### src/sv/utu_pkg.sv
// ----------------------------------------------------------------------------
// utu_pkg
// Shared types and constants for the UTF-16 to UTF-8 transcoder.
// ----------------------------------------------------------------------------
package utu_pkg;

  localparam int BUDGET_BITS_DEFAULT = 32;
  localparam int BUDGET_IN_BITS      = 32;
  localparam int COUNT_BITS          = 32;
  localparam int MAX_BYTES           = 4;

  // error codes
  localparam logic [1:0] ERR_NONE          = 2'd0;
  localparam logic [1:0] ERR_UNPAIRED_HIGH = 2'd1;
  localparam logic [1:0] ERR_LONE_LOW      = 2'd2;
  localparam logic [1:0] ERR_BUDGET        = 2'd3;

  // surrogate ranges, 6-bit prefix of the code unit
  localparam logic [5:0] HIGH_SURR_TAG = 6'b110110;  // 0xD800..0xDBFF
  localparam logic [5:0] LOW_SURR_TAG  = 6'b110111;  // 0xDC00..0xDFFF

  localparam logic [20:0] SUPP_BASE = 21'h10000;
  localparam logic [20:0] LIM_1B    = 21'h7f;
  localparam logic [20:0] LIM_2B    = 21'h7ff;
  localparam logic [20:0] LIM_3B    = 21'hffff;

  localparam logic [7:0] LEAD_2B = 8'hc0;
  localparam logic [7:0] LEAD_3B = 8'he0;
  localparam logic [7:0] LEAD_4B = 8'hf0;
  localparam logic [7:0] CONT_B  = 8'h80;

  typedef struct packed {
    logic [9:0]            pending_high;
    logic                  have_pending;
    logic                  dropping;
    logic                  at_string_start;
    logic [COUNT_BITS-1:0] bytes_emitted;
  } utu_state_t;

  // bytes for one code unit, byte 0 goes out first
  typedef struct packed {
    logic [MAX_BYTES-1:0][7:0] bytes;
    logic [2:0]                count;
    logic                      eos;
    logic [1:0]                err;
  } utu_group_t;

endpackage

### src/sv/utu_encode.sv
// ----------------------------------------------------------------------------
// utu_encode
// Per-unit decode: surrogate pairing, UTF-8 byte build, budget check and
// next string state.
// ----------------------------------------------------------------------------
module utu_encode #(
  parameter int BUDGET_BITS = utu_pkg::BUDGET_BITS_DEFAULT
) (
  input  logic [15:0]                        code_unit,
  input  logic                               last_unit,
  input  logic [utu_pkg::BUDGET_IN_BITS-1:0] byte_budget,
  input  utu_pkg::utu_state_t                st,
  input  logic [BUDGET_BITS-1:0]             budget_held,
  output utu_pkg::utu_state_t                st_next,
  output logic [BUDGET_BITS-1:0]             budget_held_next,
  output utu_pkg::utu_group_t                grp
);

  localparam int EXT_W = (BUDGET_BITS > utu_pkg::BUDGET_IN_BITS) ?
                         BUDGET_BITS : utu_pkg::BUDGET_IN_BITS;
  localparam int CMP_W = (BUDGET_BITS > utu_pkg::COUNT_BITS + 2) ?
                         BUDGET_BITS : utu_pkg::COUNT_BITS + 2;
  localparam logic [EXT_W-1:0] BUDGET_SAT = EXT_W'({BUDGET_BITS{1'b1}});

  logic [EXT_W-1:0]                budget_ext;
  logic [BUDGET_BITS-1:0]          budget_eff;
  logic [utu_pkg::COUNT_BITS-1:0]  bytes_eff;
  logic                            pending_eff;
  logic                            dropping_eff;
  logic                            is_high;
  logic                            is_low;
  logic [20:0]                     scalar;
  logic [utu_pkg::MAX_BYTES-1:0][7:0] enc;
  logic [2:0]                      enc_n;
  logic [CMP_W-1:0]                sum;
  logic                            over;
  logic                            fault;
  logic [1:0]                      fault_code;
  logic                            emit;

  // budget sampled on the first unit, saturated to the held width
  assign budget_ext = EXT_W'(byte_budget);
  assign budget_eff = st.at_string_start ?
                      BUDGET_BITS'((budget_ext > BUDGET_SAT) ? BUDGET_SAT : budget_ext) :
                      budget_held;
  assign bytes_eff    = st.at_string_start ? '0 : st.bytes_emitted;
  assign pending_eff  = st.at_string_start ? 1'b0 : st.have_pending;
  assign dropping_eff = st.at_string_start ? 1'b0 : st.dropping;

  assign is_high = (code_unit[15:10] == utu_pkg::HIGH_SURR_TAG);
  assign is_low  = (code_unit[15:10] == utu_pkg::LOW_SURR_TAG);

  assign scalar = pending_eff ?
                  (utu_pkg::SUPP_BASE + {1'b0, st.pending_high, code_unit[9:0]}) :
                  {5'd0, code_unit};

  always_comb begin
    enc = '0;
    if (scalar <= utu_pkg::LIM_1B) begin
      enc[0] = scalar[7:0];
      enc_n  = 3'd1;
    end else if (scalar <= utu_pkg::LIM_2B) begin
      enc[0] = utu_pkg::LEAD_2B | {3'd0, scalar[10:6]};
      enc[1] = utu_pkg::CONT_B | {2'd0, scalar[5:0]};
      enc_n  = 3'd2;
    end else if (scalar <= utu_pkg::LIM_3B) begin
      enc[0] = utu_pkg::LEAD_3B | {4'd0, scalar[15:12]};
      enc[1] = utu_pkg::CONT_B | {2'd0, scalar[11:6]};
      enc[2] = utu_pkg::CONT_B | {2'd0, scalar[5:0]};
      enc_n  = 3'd3;
    end else begin
      enc[0] = utu_pkg::LEAD_4B | {5'd0, scalar[20:18]};
      enc[1] = utu_pkg::CONT_B | {2'd0, scalar[17:12]};
      enc[2] = utu_pkg::CONT_B | {2'd0, scalar[11:6]};
      enc[3] = utu_pkg::CONT_B | {2'd0, scalar[5:0]};
      enc_n  = 3'd4;
    end
  end

  assign sum  = CMP_W'(bytes_eff) + CMP_W'(enc_n);
  assign over = sum > CMP_W'(budget_eff);

  always_comb begin
    fault      = 1'b0;
    fault_code = utu_pkg::ERR_NONE;
    emit       = 1'b0;
    st_next    = st;
    st_next.at_string_start = 1'b0;
    st_next.have_pending    = pending_eff;
    st_next.dropping        = dropping_eff;
    st_next.bytes_emitted   = bytes_eff;

    if (dropping_eff) begin
      st_next.dropping        = !last_unit;
      st_next.at_string_start = last_unit;
    end else if (pending_eff && !is_low) begin
      fault      = 1'b1;
      fault_code = utu_pkg::ERR_UNPAIRED_HIGH;
    end else if (!pending_eff && is_high) begin
      if (last_unit) begin
        fault      = 1'b1;
        fault_code = utu_pkg::ERR_UNPAIRED_HIGH;
      end else begin
        st_next.pending_high = code_unit[9:0];
        st_next.have_pending = 1'b1;
      end
    end else if (!pending_eff && is_low) begin
      fault      = 1'b1;
      fault_code = utu_pkg::ERR_LONE_LOW;
    end else if (over) begin
      fault      = 1'b1;
      fault_code = utu_pkg::ERR_BUDGET;
    end else begin
      emit                    = 1'b1;
      st_next.have_pending    = 1'b0;
      st_next.bytes_emitted   = sum[utu_pkg::COUNT_BITS-1:0];
      st_next.at_string_start = last_unit;
    end

    if (fault) begin
      st_next.have_pending    = 1'b0;
      st_next.dropping        = !last_unit;
      st_next.at_string_start = last_unit;
    end
  end

  assign budget_held_next = budget_eff;

  always_comb begin
    grp       = '0;
    grp.eos   = last_unit;
    if (fault) begin
      grp.count = 3'd1;
      grp.eos   = 1'b1;
      grp.err   = fault_code;
    end else if (emit) begin
      grp.bytes = enc;
      grp.count = enc_n;
    end
  end

endmodule

### src/sv/utu_out_buf.sv
// ----------------------------------------------------------------------------
// utu_out_buf
// Result register: holds the bytes of one unit and sends them one word
// per cycle while byte_stall is low. It can reload in the cycle its final word is taken.
// ----------------------------------------------------------------------------
module utu_out_buf (
  input  logic                clk,
  input  logic                rst,
  input  logic                load,
  input  utu_pkg::utu_group_t grp,
  output logic                can_load,
  output logic                byte_valid,
  input  logic                byte_stall,
  output logic [7:0]          out_byte,
  output logic                last_of_run,
  output logic                end_of_string,
  output logic [1:0]          err_code
);

  logic [utu_pkg::MAX_BYTES-1:0][7:0] bytes;
  logic [2:0]                         remain;
  logic [2:0]                         remain_next;
  logic                               eos;
  logic [1:0]                         err;
  logic                               pop;

  assign byte_valid = (remain != 3'd0);
  assign pop        = byte_valid && !byte_stall;
  assign can_load   = (remain == 3'd0) || (remain == 3'd1 && !byte_stall);

  always_comb begin
    remain_next = remain;
    if (load) begin
      remain_next = grp.count;
    end else if (pop) begin
      remain_next = remain - 3'd1;
    end
  end

  always_ff @(posedge clk) begin
    if (rst) begin
      remain <= 3'd0;
    end else begin
      remain <= remain_next;
    end
  end

  always_ff @(posedge clk) begin
    if (load) begin
      bytes <= grp.bytes;
      eos   <= grp.eos;
      err   <= grp.err;
    end else if (pop) begin
      bytes <= {8'd0, bytes[utu_pkg::MAX_BYTES-1:1]};
    end
  end

  assign out_byte      = bytes[0];
  assign last_of_run   = (remain == 3'd1);
  assign end_of_string = last_of_run && eos;
  assign err_code      = err;

  a_remain_range: assert property (@(posedge clk) disable iff (rst)
    remain <= 3'(utu_pkg::MAX_BYTES))
    else $error("byte count out of range");

  a_error_single: assert property (@(posedge clk) disable iff (rst)
    byte_valid && err_code != utu_pkg::ERR_NONE |-> last_of_run && end_of_string &&
    out_byte == 8'd0)
    else $error("error result not a single zero word");

  a_drain: assert property (@(posedge clk) disable iff (rst)
    pop && last_of_run && !load |=> !byte_valid)
    else $error("buffer not empty after final word");

  a_no_overwrite: assert property (@(posedge clk) disable iff (rst)
    byte_valid && byte_stall |=> byte_valid && $stable(remain))
    else $error("pending words lost while stalled");

endmodule

### src/sv/utf16_to_utf8_transcoder.sv
// ----------------------------------------------------------------------------
// utf16_to_utf8_transcoder
// Streaming UTF-16 to UTF-8 conversion with surrogate pairing, per-string
// byte budget and error reporting.
// ----------------------------------------------------------------------------
//  channel | handshake               | payload
//  --------+-------------------------+------------------------------------------
//  unit    | unit_valid / unit_stall | code_unit, last_unit, byte_budget
//  byte    | byte_valid / byte_stall | out_byte, last_of_run, end_of_string,
//          |                         | err_code
//
//  A unit is decoded in the cycle it is accepted and lands in the result
//  register; its words leave one per cycle while byte_stall is low, as many as its
//  UTF-8 length, or one zero word on an error. A unit with no bytes loads none.
//  The next unit is taken in the cycle the previous unit's final word leaves.
//  Reset (rst, synchronous) empties the result register and starts a new string.
//  byte_stall holds the current word; unit_stall rises while more than one
//  word remains or the final word is stalled.
// ----------------------------------------------------------------------------
module utf16_to_utf8_transcoder #(
  parameter int BUDGET_BITS = utu_pkg::BUDGET_BITS_DEFAULT
) (
  input  logic                               clk,
  input  logic                               rst,
  input  logic                               unit_valid,
  output logic                               unit_stall,
  input  logic [15:0]                        code_unit,
  input  logic                               last_unit,
  input  logic [utu_pkg::BUDGET_IN_BITS-1:0] byte_budget,
  output logic                               byte_valid,
  input  logic                               byte_stall,
  output logic [7:0]                         out_byte,
  output logic                               last_of_run,
  output logic                               end_of_string,
  output logic [1:0]                         err_code
);

  utu_pkg::utu_state_t    st;
  utu_pkg::utu_state_t    st_next;
  logic [BUDGET_BITS-1:0] budget_held;
  logic [BUDGET_BITS-1:0] budget_held_next;
  utu_pkg::utu_group_t    grp;
  logic                   can_load;
  logic                   take;

  assign unit_stall = !can_load;
  assign take       = unit_valid && can_load;

  utu_encode #(
    .BUDGET_BITS (BUDGET_BITS)
  ) u_encode (
    .code_unit        (code_unit),
    .last_unit        (last_unit),
    .byte_budget      (byte_budget),
    .st               (st),
    .budget_held      (budget_held),
    .st_next          (st_next),
    .budget_held_next (budget_held_next),
    .grp              (grp)
  );

  always_ff @(posedge clk) begin
    if (rst) begin
      st          <= '{pending_high: '0, have_pending: 1'b0, dropping: 1'b0,
                       at_string_start: 1'b1, bytes_emitted: '0};
      budget_held <= '0;
    end else if (take) begin
      st          <= st_next;
      budget_held <= budget_held_next;
    end
  end

  utu_out_buf u_out_buf (
    .clk           (clk),
    .rst           (rst),
    .load          (take),
    .grp           (grp),
    .can_load      (can_load),
    .byte_valid    (byte_valid),
    .byte_stall    (byte_stall),
    .out_byte      (out_byte),
    .last_of_run   (last_of_run),
    .end_of_string (end_of_string),
    .err_code      (err_code)
  );

  a_pending_clear: assert property (@(posedge clk) disable iff (rst)
    st.dropping |-> !st.have_pending)
    else $error("held surrogate while discarding");

  a_start_clean: assert property (@(posedge clk) disable iff (rst)
    take && last_unit |=> st.at_string_start && !st.dropping)
    else $error("string end not taken");

  a_budget: assert property (@(posedge clk) disable iff (rst)
    !st.at_string_start && BUDGET_BITS <= utu_pkg::COUNT_BITS |->
    st.bytes_emitted <= utu_pkg::COUNT_BITS'(budget_held))
    else $error("bytes over budget");

endmodule

### config.mk
export PLATFORM = sky130hd
export DESIGN_NAME = utf16_to_utf8_transcoder
export DESIGN_NICKNAME = d
export VERILOG_FILES = /design/src/sv/utu_pkg.sv /design/src/sv/utu_encode.sv /design/src/sv/utu_out_buf.sv /design/src/sv/utf16_to_utf8_transcoder.sv
export SDC_FILE = /design/constraint.sdc
export NUM_CORES = 1
export LEC_CHECK = 0
export BUFFER_PORTS_ARGS = -buffer_cell sky130_fd_sc_hd__clkbuf_2
export CORE_MARGIN = 10
export CORE_UTILIZATION = 55
export DETAILED_ROUTE_END_ITERATION = 10
export GPL_TIMING_DRIVEN = 0
export PLACE_DENSITY = 0.74
export SYNTH_ARGS = -nofsm -noshare
export SYNTH_HDL_FRONTEND = slang
export SYNTH_HIERARCHICAL = 1
export SYNTH_SLANG_ARGS = --single-unit
### constraint.sdc
create_clock -name clk -period 7.3 [get_ports clk]
set_clock_uncertainty 0.1 [all_clocks]
set_input_delay 1.095 -clock clk [delete_from_list [all_inputs] [get_ports clk]]
set_output_delay 1.095 -clock clk [all_outputs]
set_load 0.01 [all_outputs]
==> summary.md, run 1 <==
| Metric | Value |
|---|---|
| Status | `finished clean` |
| Multi-input logic area | `0.006251 mm²` |
| Worst r2r src | `st[41]` |
| Die Y | `152.8 µm` |
| Place WS | `-0.5720 ns` |
| DRC viols | `0` |
| Area Overhead vs Synth | `14.64%` |
| Worst Hold End | `u_out_buf/remain[2]` |
| Initial antenna violation count | `0` |
| Longest Clk Path Bufs | `2` |
| Layout cell share with drive strength beyond 1 | `0.3769` |
| Register area share after synthesis | `0.2736` |
| Die W | `152.8 µm` |
| Number of flops mapped to enable cells by yosys | `35` |
| Grt ovf | `0` |
| Internal Power | `1.838 mW` |
| Synthesized flop and latch total | `115` |
| Synthesized area | `0.009694 mm²` |
| Hold Crit Start | `u_out_buf/remain[2]` |
| Critical path depth | `30` |
| Post-DP Area | `0.01034 mm²` |
| Critical path data arrival time | `7.33 ns` |
| CTS root buf | `clkbuf_16` |
| Cell taking the most area after synthesis | `dfxtp_1` |
| Crit path launch type | `flop` |
| Full die area | `0.02334 mm²` |
| ANT nets after route | `0` |
| # IOs | `67` |
| Synth Warn # | `6` |
| Syn_area_per_cell | `9.295 µm²` |
| Wirelength per Cell | `20.70 µm` |
| P_leak | `4.506 nW` |
| CTS Hold Bufs | `0` |
| Critical path's slowest cell | `or4b_2` |
| Fin nets | `1234` |
| Tot GR Track Use | `0.2352` |
| Via count | `8474` |
| Number of global-route vias before repair | `8281` |
| Worst-Skew Late Latency | `0.44 ns` |
| Pre-Repair DR Iteration Count | `6` |
| Hold path cells | `2` |
| Drt first-iter violations | `1086` |
| Final Routed Wirelength | `28.54 mm` |
| Post-route cell area | `0.01111 mm²` |
| FF+latch area | `0.002653 mm²` |
| Clock net sink count | `115` |
| Fmax | `0.1414 GHz` |
| Highest Signal Layer | `met4` |
| Top cells by area, synth | `dfxtp_1 17%, edfxtp_1 11%, nand3_2 6.2%` |
| R2R depth | `30` |
| Avg Vias per Cell | `6.145` |
| Met1 WL | `12.22 mm` |
| Effective utilization at floorplan | `0.5605` |
| Worst Tran Pin Value | `1.047 ns` |
| Fin crit share | `0.9685` |
| Area of the core | `0.01730 mm²` |
| Routed wl met3 | `2.855 mm` |
| Final Hold Vio Count | `0` |
| Metal2 WL | `12.89 mm` |
| Rel. slew slack | `0.3019` |
| # diodes | `0` |
| Clock share of power | `0.288` |
| Worst Path Buf+Inv | `4` |
| Fill cell count | `1439` |
| CTS tree | `yes` |
| Async set-reset flop share out of synthesis | `0` |
| Hpwl dp | `20.48 mm` |
| Global-route wire length before repair | `45.03 mm` |
| Crit path largest cell delay | `0.62 ns` |
| H-tree depth | `4` |
| Crit. End Element | `flop` |
| Critical path peak fanout | `10` |
| Comb pwr share | `0.410` |
| Area share of the leading cell type in the synthesized netlist | `0.1652` |
| Max cap viols | `0` |
| Distinct cells, synth | `82` |
| Cell family with most CP delay | `simple AND/OR/NAND/NOR gates` |
| Most frequent CP cell | `a21oi_1` |
| Post-Synthesis Cells | `1043` |
| Final Slew Violations | `0` |
| Cell Pwr Density | `272.4 mW/mm²` |
| Tmin final | `7.070 ns` |
| Largest net degree at the start of global routing | `31` |
| Hold Crit Class | `flop to flop` |
| WP data required | `7.56 ns` |
| Reg-to-reg endpoint | `st[10]` |
| Finish-stage setup viols | `0` |
| Placement Rows | `48` |
| Setup Crit Path Kind | `flop to flop` |
| Clk slew on worst S/H paths | `0.06 ns` |
| Cts bufs inserted | `17` |
| P_sw | `1.189 mW` |
| Sequential share of power | `0.302` |
| Ys flop type | `dfxtp_1` |
| Peak supply drop | `0.2214 mV` |
| Gpl congestion | `0.9716` |
| Buffers on Ports | `65` |
| R2R Setup Slk | `0.23 ns` |
| Switching share of power | `0.3927` |
| PnR worst setup slack | `0.2302 ns` |
worst max-delay path by stage:
stage             startpoint             endpoint  slack [ns]
6_report              st[41]               st[10]        0.23
5_1_grt               st[41]  u_out_buf/remain[2]       -0.05
4_1_cts               st[41]  u_out_buf/remain[2]        0.01
3_5_place_dp   code_unit[15]                st[2]       -0.57
3_3_place_gp   code_unit[15]                st[2]       -0.62
2_1_floorplan  code_unit[15]               st[14]        0.73
per-stage QoR:
stage               setup TNS [ns]  instances  power [mW]  utilization  hold WS, ns
finish                           0       1379       3.027       0.6425       0.4351
global route              -0.06504       1379       3.167       0.6425       0.4653
CTS                              0       1370       3.015       0.6353       0.4347
detailed placement          -25.82       1336       2.150       0.5978       0.4266
global placement            -27.66       1335       2.115       0.5960       0.4210
floorplan                        0       1045       1.790            -       0.3822
synthesized netlist by cell type (6+ instances only):
master / n
xor2_1: 20
buf_12: 8
edfxtp_1: 35
mux2_2: 36
buf_4: 22
and3_1: 19
nor2b_1: 15
buf_6: 6
a21oi_2: 63
o41ai_1: 7
nand2_1: 34
mux2_4: 8
a21o_1: 6
nor2_1: 73
a21bo_1: 36
ha_1: 39
nand2b_1: 14
nor3_1: 16
inv_1: 52
buf_2: 28
nand3_2: 60
mux2i_1: 38
dfxtp_1: 80
o21ai_0: 15
nand3_1: 39
a21bo_2: 40
or4_1: 6
clkbuf_1: 18
and2_1: 14
xnor2_1: 19
nor4_2: 8
nand4_1: 11
a21oi_1: 58
cells by family after synthesis:
family | count (synthesis) | synth area share
multiplexers | 82 | 0.09344
AO/OA/AOI/OAI | 269 | 0.2221
AND/OR/NAND/NOR | 352 | 0.2305
adder cells (fa/ha/maj) | 40 | 0.05240
other | 1 | 0.0003868
XOR/XNOR | 39 | 0.03524
flip-flops | 115 | 0.2736
buffers and inverters | 145 | 0.09228
cell type report:
class	count	area share
buffer	92	0.06282
clock buffer	17	0.03828
clock inverter	15	0.01565
inverter	53	0.01824
multi-input combinational	785	0.5625
sequential	115	0.2387
tap	225	0.02533
timing repair buffer	77	0.03850
tightest hold or removal path, cell delays in order, from the launching register on:
cell and delay (ns):
dfxtp_1 0.32, o21ai_0 0.07, a311oi_1 0.10
sequential cells by signal, indices dropped and copies added, names as in the netlist:
signal              flops
st                     45
u_out_buf/err_code      2
u_out_buf/eos           1
budget_held            32
u_out_buf/out_byte      8
u_out_buf/remain        3
u_out_buf/bytes        24
placed cells by master (no fill, tap or decap), types with 13 or more instances in the layout:
master     count
a21bo_1       36
a21bo_2       40
a21oi_1       58
a21oi_2       62
and2_1        14
and3_1        18
buf_2         27
buf_4         34
clkbuf_1      18
clkbuf_16     17
clkbuf_2      65
dfxtp_1       80
edfxtp_1      35
ha_1          38
inv_1         51
mux2_2        36
mux2i_1       38
nand2_1       34
nand2b_1      13
nand3_1       38
nand3_2       61
nor2_1        70
nor2b_1       15
nor3_1        15
o21ai_0       14
xnor2_1       19
xor2_1        19
power groups by stage:
| stage | clock network (mW) | logic [mW] | registers (mW) |
|---|---|---|---|
| after CTS | 0.867 | 1.23 | 0.913 |
| after detailed placement | 0 | 1.22 | 0.926 |
| final | 0.871 | 1.24 | 0.913 |
| after global routing | 0.898 | 1.34 | 0.928 |
| after floorplan | 0 | 0.874 | 0.916 |
| after global placement | 0 | 1.18 | 0.934 |
metal layers:
metal / vias to the layer above / GRT usage
met5: - / 0
met4: 0 / 0.07402
met3: 53 / 0.05024
met2: 443 / 0.3641
met1: 4023 / 0.3188
li1: 3955 / -
timing repair:
action,CTS,global route
setup endpoints to repair,66,68
resized for setup,7,12
setup buffers,2,9
pin swaps,2,9
(Power assumes the default switching activity.)
==> run 2, diff against run 1 <==
- MAX_ROUTING_LAYER: default -> met4
- REMOVE_ABC_BUFFERS: default -> 1
==> summary.md, run 2 (synthesized netlist as in run 1, its figures left out) <==
| Metric | Value |
|---|---|
| Status | `finished clean` |
| Peak supply drop | `0.8061 mV` |
| Most frequent cells in the layout | `79 x dfxtp_1, 71 x nor2_1, 64 x a21oi_2, 64 x clkbuf_2, 61 x nand3_2` |
| Cts bufs inserted | `17` |
| Critical path's slowest cell | `a2111oi_1` |
| Crit. End Element | `flop` |
| Drt first-iter violations | `732` |
| Crit path launch type | `flop` |
| Rel. slew slack | `0.05619` |
| CTS tree | `yes` |
| Top flop regs | `st x45, budget_held x32, u_out_buf/bytes x24` |
| Final Slew Violations | `0` |
| Die W | `152.8 µm` |
| Biggest register | `st` |
| R2R Setup Slk | `0.26 ns` |
| Critical path data arrival time | `7.24 ns` |
| Number of global-route vias before repair | `7443` |
| Clk slew on worst S/H paths | `0.06 ns` |
| Met3 Usage GRT | `0.04121` |
| Critical path peak fanout | `13` |
| Most common cell after layout, fill and taps aside | `dfxtp_1` |
| Setup Crit Path Kind | `flop to flop` |
| H-tree depth | `4` |
| GRT busiest layer | `met2` |
| Hpwl dp | `14.08 mm` |
| Via count | `7860` |
| Final Hold Vio Count | `0` |
| Grt ovf | `0` |
| Clock share of power | `0.293` |
| WP data required | `7.50 ns` |
| Power, Total | `2.793 mW` |
| Switching share of power | `0.3808` |
| Buffers on Ports | `66` |
| Cell Pwr Density | `260.8 mW/mm²` |
| Max cap viols | `0` |
| Met1 usage | `0.2569` |
| Internal Power | `1.729 mW` |
| Final Routed Wirelength | `23.65 mm` |
| Comb pwr share | `0.379` |
| Area Overhead vs Synth | `10.45%` |
| Sequential share of power | `0.328` |
| ANT nets after route | `0` |
| Most frequent CP cell | `ha_1` |
| Hold Crit Start | `u_out_buf/remain[0]` |
| Effective utilization at floorplan | `0.5605` |
| Hold path cells | `2` |
| Pre-Repair DR Iteration Count | `7` |
| Number of flip-flops under the largest register name | `45` |
| Worst r2r src | `st[41]` |
| DRC viols | `0` |
| R2R depth | `28` |
| Die Y | `152.8 µm` |
| Area of the core | `0.01730 mm²` |
| Full die area | `0.02334 mm²` |
| Gpl congestion | `0.8875` |
| Tmin final | `7.037 ns` |
| Tot GR Track Use | `0.1940` |
| P_leak | `4.211 nW` |
| Fmax | `0.1421 GHz` |
| # diodes | `0` |
| Clock net sink count | `115` |
| Wirelength per Cell | `18.18 µm` |
| Crit path largest cell delay | `0.40 ns` |
| Finish-stage setup viols | `0` |
| Global-route wire length before repair | `37.71 mm` |
| Reg-to-reg endpoint | `u_out_buf/bytes[11]` |
| Fin nets | `1156` |
| Final core occ | `0.6191` |
| Placement Rows | `48` |
| Worst Hold End | `u_out_buf/remain[0]` |
| Worst Path Buf+Inv | `3` |
| GR Util met2 | `0.2902` |
| Worst Tran Pin Value | `1.414 ns` |
| Layout cell share with drive strength beyond 1 | `0.3615` |
| Longest Clk Path Bufs | `2` |
| Initial antenna violation count | `0` |
| # IOs | `67` |
| Cell family with most CP delay | `simple AND/OR/NAND/NOR gates` |
| Avg Vias per Cell | `6.042` |
| CTS root buf | `clkbuf_16` |
| Largest net degree at the start of global routing | `120` |
| Hold Crit Class | `flop to flop` |
| Worst-Skew Late Latency | `0.43 ns` |
| P_sw | `1.063 mW` |
| Fin crit share | `0.9639` |
run 2: cell types whose count changed in the layout (fill, tap and decap cells not counted), moves of 4 or more:
cell,change
buf_1,-4
buf_12,-6
buf_16,+5
buf_2,-27
buf_4,-22
buf_6,-6
clkbuf_1,-18
run 2: metrics by stage:
stage | TNS [ns] | setup WS, ns | hold slack (ns) | std cells | cell area (µm²)
final | 0 | 0.2632 | 0.4263 | 1301 | 10710
after global routing | -0.2923 | -0.08385 | 0.4569 | 1301 | 10710
after CTS | 0 | 0.03504 | 0.4262 | 1288 | 10530
after detailed placement | -108.56 | -2.132 | 0.4170 | 1250 | 9819
after global placement | -381.36 | -4.925 | 0.4171 | 1244 | 9618
after floorplan | -101.75 | -1.692 | 0.3822 | 953 | 9006
run 2: final cells by class:
type	count	area (µm²)
multi-input combinational	790	6367
timing repair buffer	86	629.4
fill	1434	6589
clock buffer	17	425.4
clock inverter	15	145.1
inverter	53	202.7
tap	225	281.5
sequential	115	2656
run 2: power by group through the flow:
| stage | Clock [mW] | Combinational [mW] | Sequential (mW) |
|---|---|---|---|
| after CTS | 0.831 | 1.04 | 0.923 |
| after detailed placement | 0 | 1.01 | 0.944 |
| after floorplan | 0 | 0.668 | 0.959 |
| after global routing | 0.856 | 1.15 | 0.933 |
| final | 0.818 | 1.06 | 0.916 |
| after global placement | 0 | 0.916 | 0.969 |
run 2: how the worst max path moves through the flow:
stage               startpoint                  end  slack, ns  depth (start not counted)
global route            st[41]  u_out_buf/bytes[11]      -0.08                         28
floorplan               st[32]  u_out_buf/bytes[10]      -1.69                         26
CTS                     st[41]               st[14]       0.04                         29
detailed placement      st[32]   u_out_buf/bytes[9]      -2.13                         26
finish                  st[41]  u_out_buf/bytes[11]       0.26                         28
global placement        st[32]   u_out_buf/bytes[9]      -4.93                         26
run 2: timing repair:
| item | 4_1_cts | 5_1_grt |
|---|---|---|
| endpoints found under the hold margin | 0 | 0 |
| cloned | 3 | 2 |
| resized for setup | 18 | 13 |
| setup endpoints to repair | 69 | 68 |
| hold buffers | 0 | 0 |
| buffers inserted | 3 | 11 |
| pin swaps | 3 | 7 |
run 2: routing by layer:
metal	up-vias	part of all wire
li1	3810	-
met1	3760	0.46
met2	260	0.46
met3	30	0.064
met4	0	0.017
met5	-	0
run 2: tightest hold or removal path: stages, from the launching register on:
cell      delay, ns
dfxtp_1        0.32
o21ai_0        0.07
a311oi_1       0.08
==> run 3, diff against run 2 <==
- ABC_AREA: default -> 1
- PLACE_DENSITY: 0.74 -> 0.73
==> summary.md, run 3 <==
| Metric | Value |
|---|---|
| Status | `finished clean` |
| WP data required | `7.49 ns` |
| Grt ovf | `0` |
| # diodes | `0` |
| CTS root buf | `clkbuf_16` |
| Place WS | `-0.2701 ns` |
| Crit path largest cell delay | `0.45 ns` |
| DRC viols | `0` |
| Worst-Skew Late Latency | `0.42 ns` |
| FF+latch area | `0.002656 mm²` |
| Critical path's slowest cell | `dfxtp_4` |
| Area share of the leading cell type in the synthesized netlist | `0.1939` |
| Area Overhead vs Synth | `9.667%` |
| Area of the core | `0.01600 mm²` |
| Clock net sink count | `115` |
| Number of flip-flops under the largest register name | `45` |
| Hpwl dp | `14.79 mm` |
| Register area share after synthesis | `0.2940` |
| Setup Crit Path Kind | `flop to flop` |
| Number of global-route vias before repair | `7587` |
| Die Y | `148.1 µm` |
| Fill cell count | `1589` |
| CTS tree | `yes` |
| Fin nets | `1581` |
| Buffers on Ports | `66` |
| Top flop regs | `st x45, budget_held x32, u_out_buf/bytes x24` |
| Syn_area_per_cell | `6.162 µm²` |
| Drt first-iter violations | `793` |
| Gpl congestion | `0.9099` |
| Rel. slew slack | `0.1930` |
| Number of flops mapped to enable cells by yosys | `35` |
| Cts bufs inserted | `17` |
| Longest Clk Path Bufs | `2` |
| PnR worst setup slack | `0.5136 ns` |
| Post-placement cell count | `1680` |
| Avg Vias per Cell | `4.963` |
| Most frequent cells in the layout | `466 x nand2_1, 237 x nor2_1, 222 x inv_1` |
| ANT nets after route | `0` |
| Ys flop type | `dfxtp_1` |
| Global-route wire length before repair | `36.05 mm` |
| Via count | `8521` |
| Full die area | `0.02192 mm²` |
| Wirelength per Cell | `12.87 µm` |
| Final Routed Wirelength | `22.10 mm` |
| R2R depth | `33` |
| Die W | `148.1 µm` |
| Worst Tran Pin Value | `1.209 ns` |
| Cell Pwr Density | `353.1 mW/mm²` |
| Placement Rows | `46` |
| H-tree depth | `4` |
| Peak supply drop | `0.2378 mV` |
| Pre-Repair DR Iteration Count | `5` |
| Biggest register | `st` |
| # IOs | `67` |
| Fin crit share | `0.9296` |
| Crit path launch type | `flop` |
| Async set-reset flop share out of synthesis | `0` |
| Largest net degree at the start of global routing | `155` |
| Synth Warn # | `6` |
| Final Slew Violations | `0` |
| Synthesized area | `0.009021 mm²` |
| Most frequent cell after synthesis | `nand2_1` |
| Effective utilization at floorplan | `0.5638` |
| Critical path data arrival time | `6.98 ns` |
| Tot GR Track Use | `0.2015` |
| Most frequent CP cell | `nand2_1` |
| Fmax | `0.1474 GHz` |
| Max cap viols | `0` |
| Multi-input logic area | `0.005102 mm²` |
| Tmin final | `6.786 ns` |
| Synthesized flop and latch total | `115` |
| Clk slew on worst S/H paths | `0.06 ns` |
| Top cells by area, synth | `nand2_1 19%, dfxtp_1 18%, edfxtp_1 12%` |
| Initial antenna violation count | `0` |
| P_leak | `5.314 nW` |
| Cell taking the most area after synthesis | `nand2_1` |
| Post-Synthesis Cells | `1464` |
| Final Hold Vio Count | `0` |
| Layout cell share with drive strength beyond 1 | `0.1246` |
| Crit. End Element | `flop` |
| Power, Total | `3.493 mW` |
| Finish-stage setup viols | `0` |
| Setup TNS | `0 ns` |
| Commonest cells post-synth | `466 x nand2_1, 238 x nor2_1, 224 x inv_1` |
| Final std cells w/o fill | `1717` |
| Hold Crit Class | `flop to flop` |
| Critical path peak fanout | `68` |
| Distinct cells, synth | `48` |
| Hold path cells | `2` |
| Most common cell after layout, fill and taps aside | `nand2_1` |
run 3: cells by family after synthesis:
kind of cell	synth area share
AO/OA/AOI/OAI	0.07198
flip-flops	0.2940
AND/OR/NAND/NOR	0.4026
adder cells (fa/ha/maj)	0.05631
XOR/XNOR	0.02718
other	0.0004157
buffers and inverters	0.1474
run 3: stage by stage:
| step | hold WS, ns | utilization | area [µm²] |
|---|---|---|---|
| floorplan | 0.3852 | - | 8581 |
| global placement | 0.3891 | 0.5738 | 9181 |
| detailed placement | 0.3952 | 0.5760 | 9216 |
| CTS | 0.4078 | 0.6132 | 9811 |
| global route | 0.4210 | 0.6183 | 9893 |
| finish | 0.4055 | 0.6183 | 9893 |
run 3: per-layer routing:
metal  GRT usage  routed length, µm
met5           -                  0
met4     0.05946                316
met3     0.03519               1422
met2      0.3032               9711
met1      0.2716              10650
run 3: area by class of cell:
type / instances / share of cell area
Sequential cell: 115 / 0.2685
Tap cell: 216 / 0.02732
Clock buffer: 17 / 0.04300
Multi-Input combinational cell: 1051 / 0.5157
Timing Repair Buffer: 70 / 0.03895
Clock inverter: 15 / 0.01594
Inverter: 233 / 0.09055
run 3: timing repair:
item	CTS	global route
hold buffers	0	0
endpoints found under the setup margin	48	67
cloned	0	2
resized for setup	3	7
setup buffers	0	2
pin swaps	0	1
run 3: worst max-delay path, delay by kind of cell, from the launching register on:
kind	cells	cell delay [ns]
AO/OA/AOI/OAI	3	0.77
XOR/XNOR	1	0.17
adder cells (fa/ha/maj)	3	0.87
buffers and inverters	7	0.95
flip-flops	1	0.45
AND/OR/NAND/NOR	19	3.27
run 3: worst paths after layout:
check	from	slack, ns	endpoint
max	st[32]	0.51	u_out_buf/out_byte[3]
min	u_out_buf/bytes[17]	0.41	u_out_buf/bytes[9]
max reg2reg	st[32]	0.51	u_out_buf/out_byte[3]
min reg2reg	u_out_buf/bytes[17]	0.41	u_out_buf/bytes[9]
run 3: power breakdown:
group	switching, mW	internal (mW)	leakage, nW
combinational	1.03	0.506	4.02
sequential	0.144	0.981	1.01
clock	0.350	0.484	0.282
total	1.52	1.97	5.31
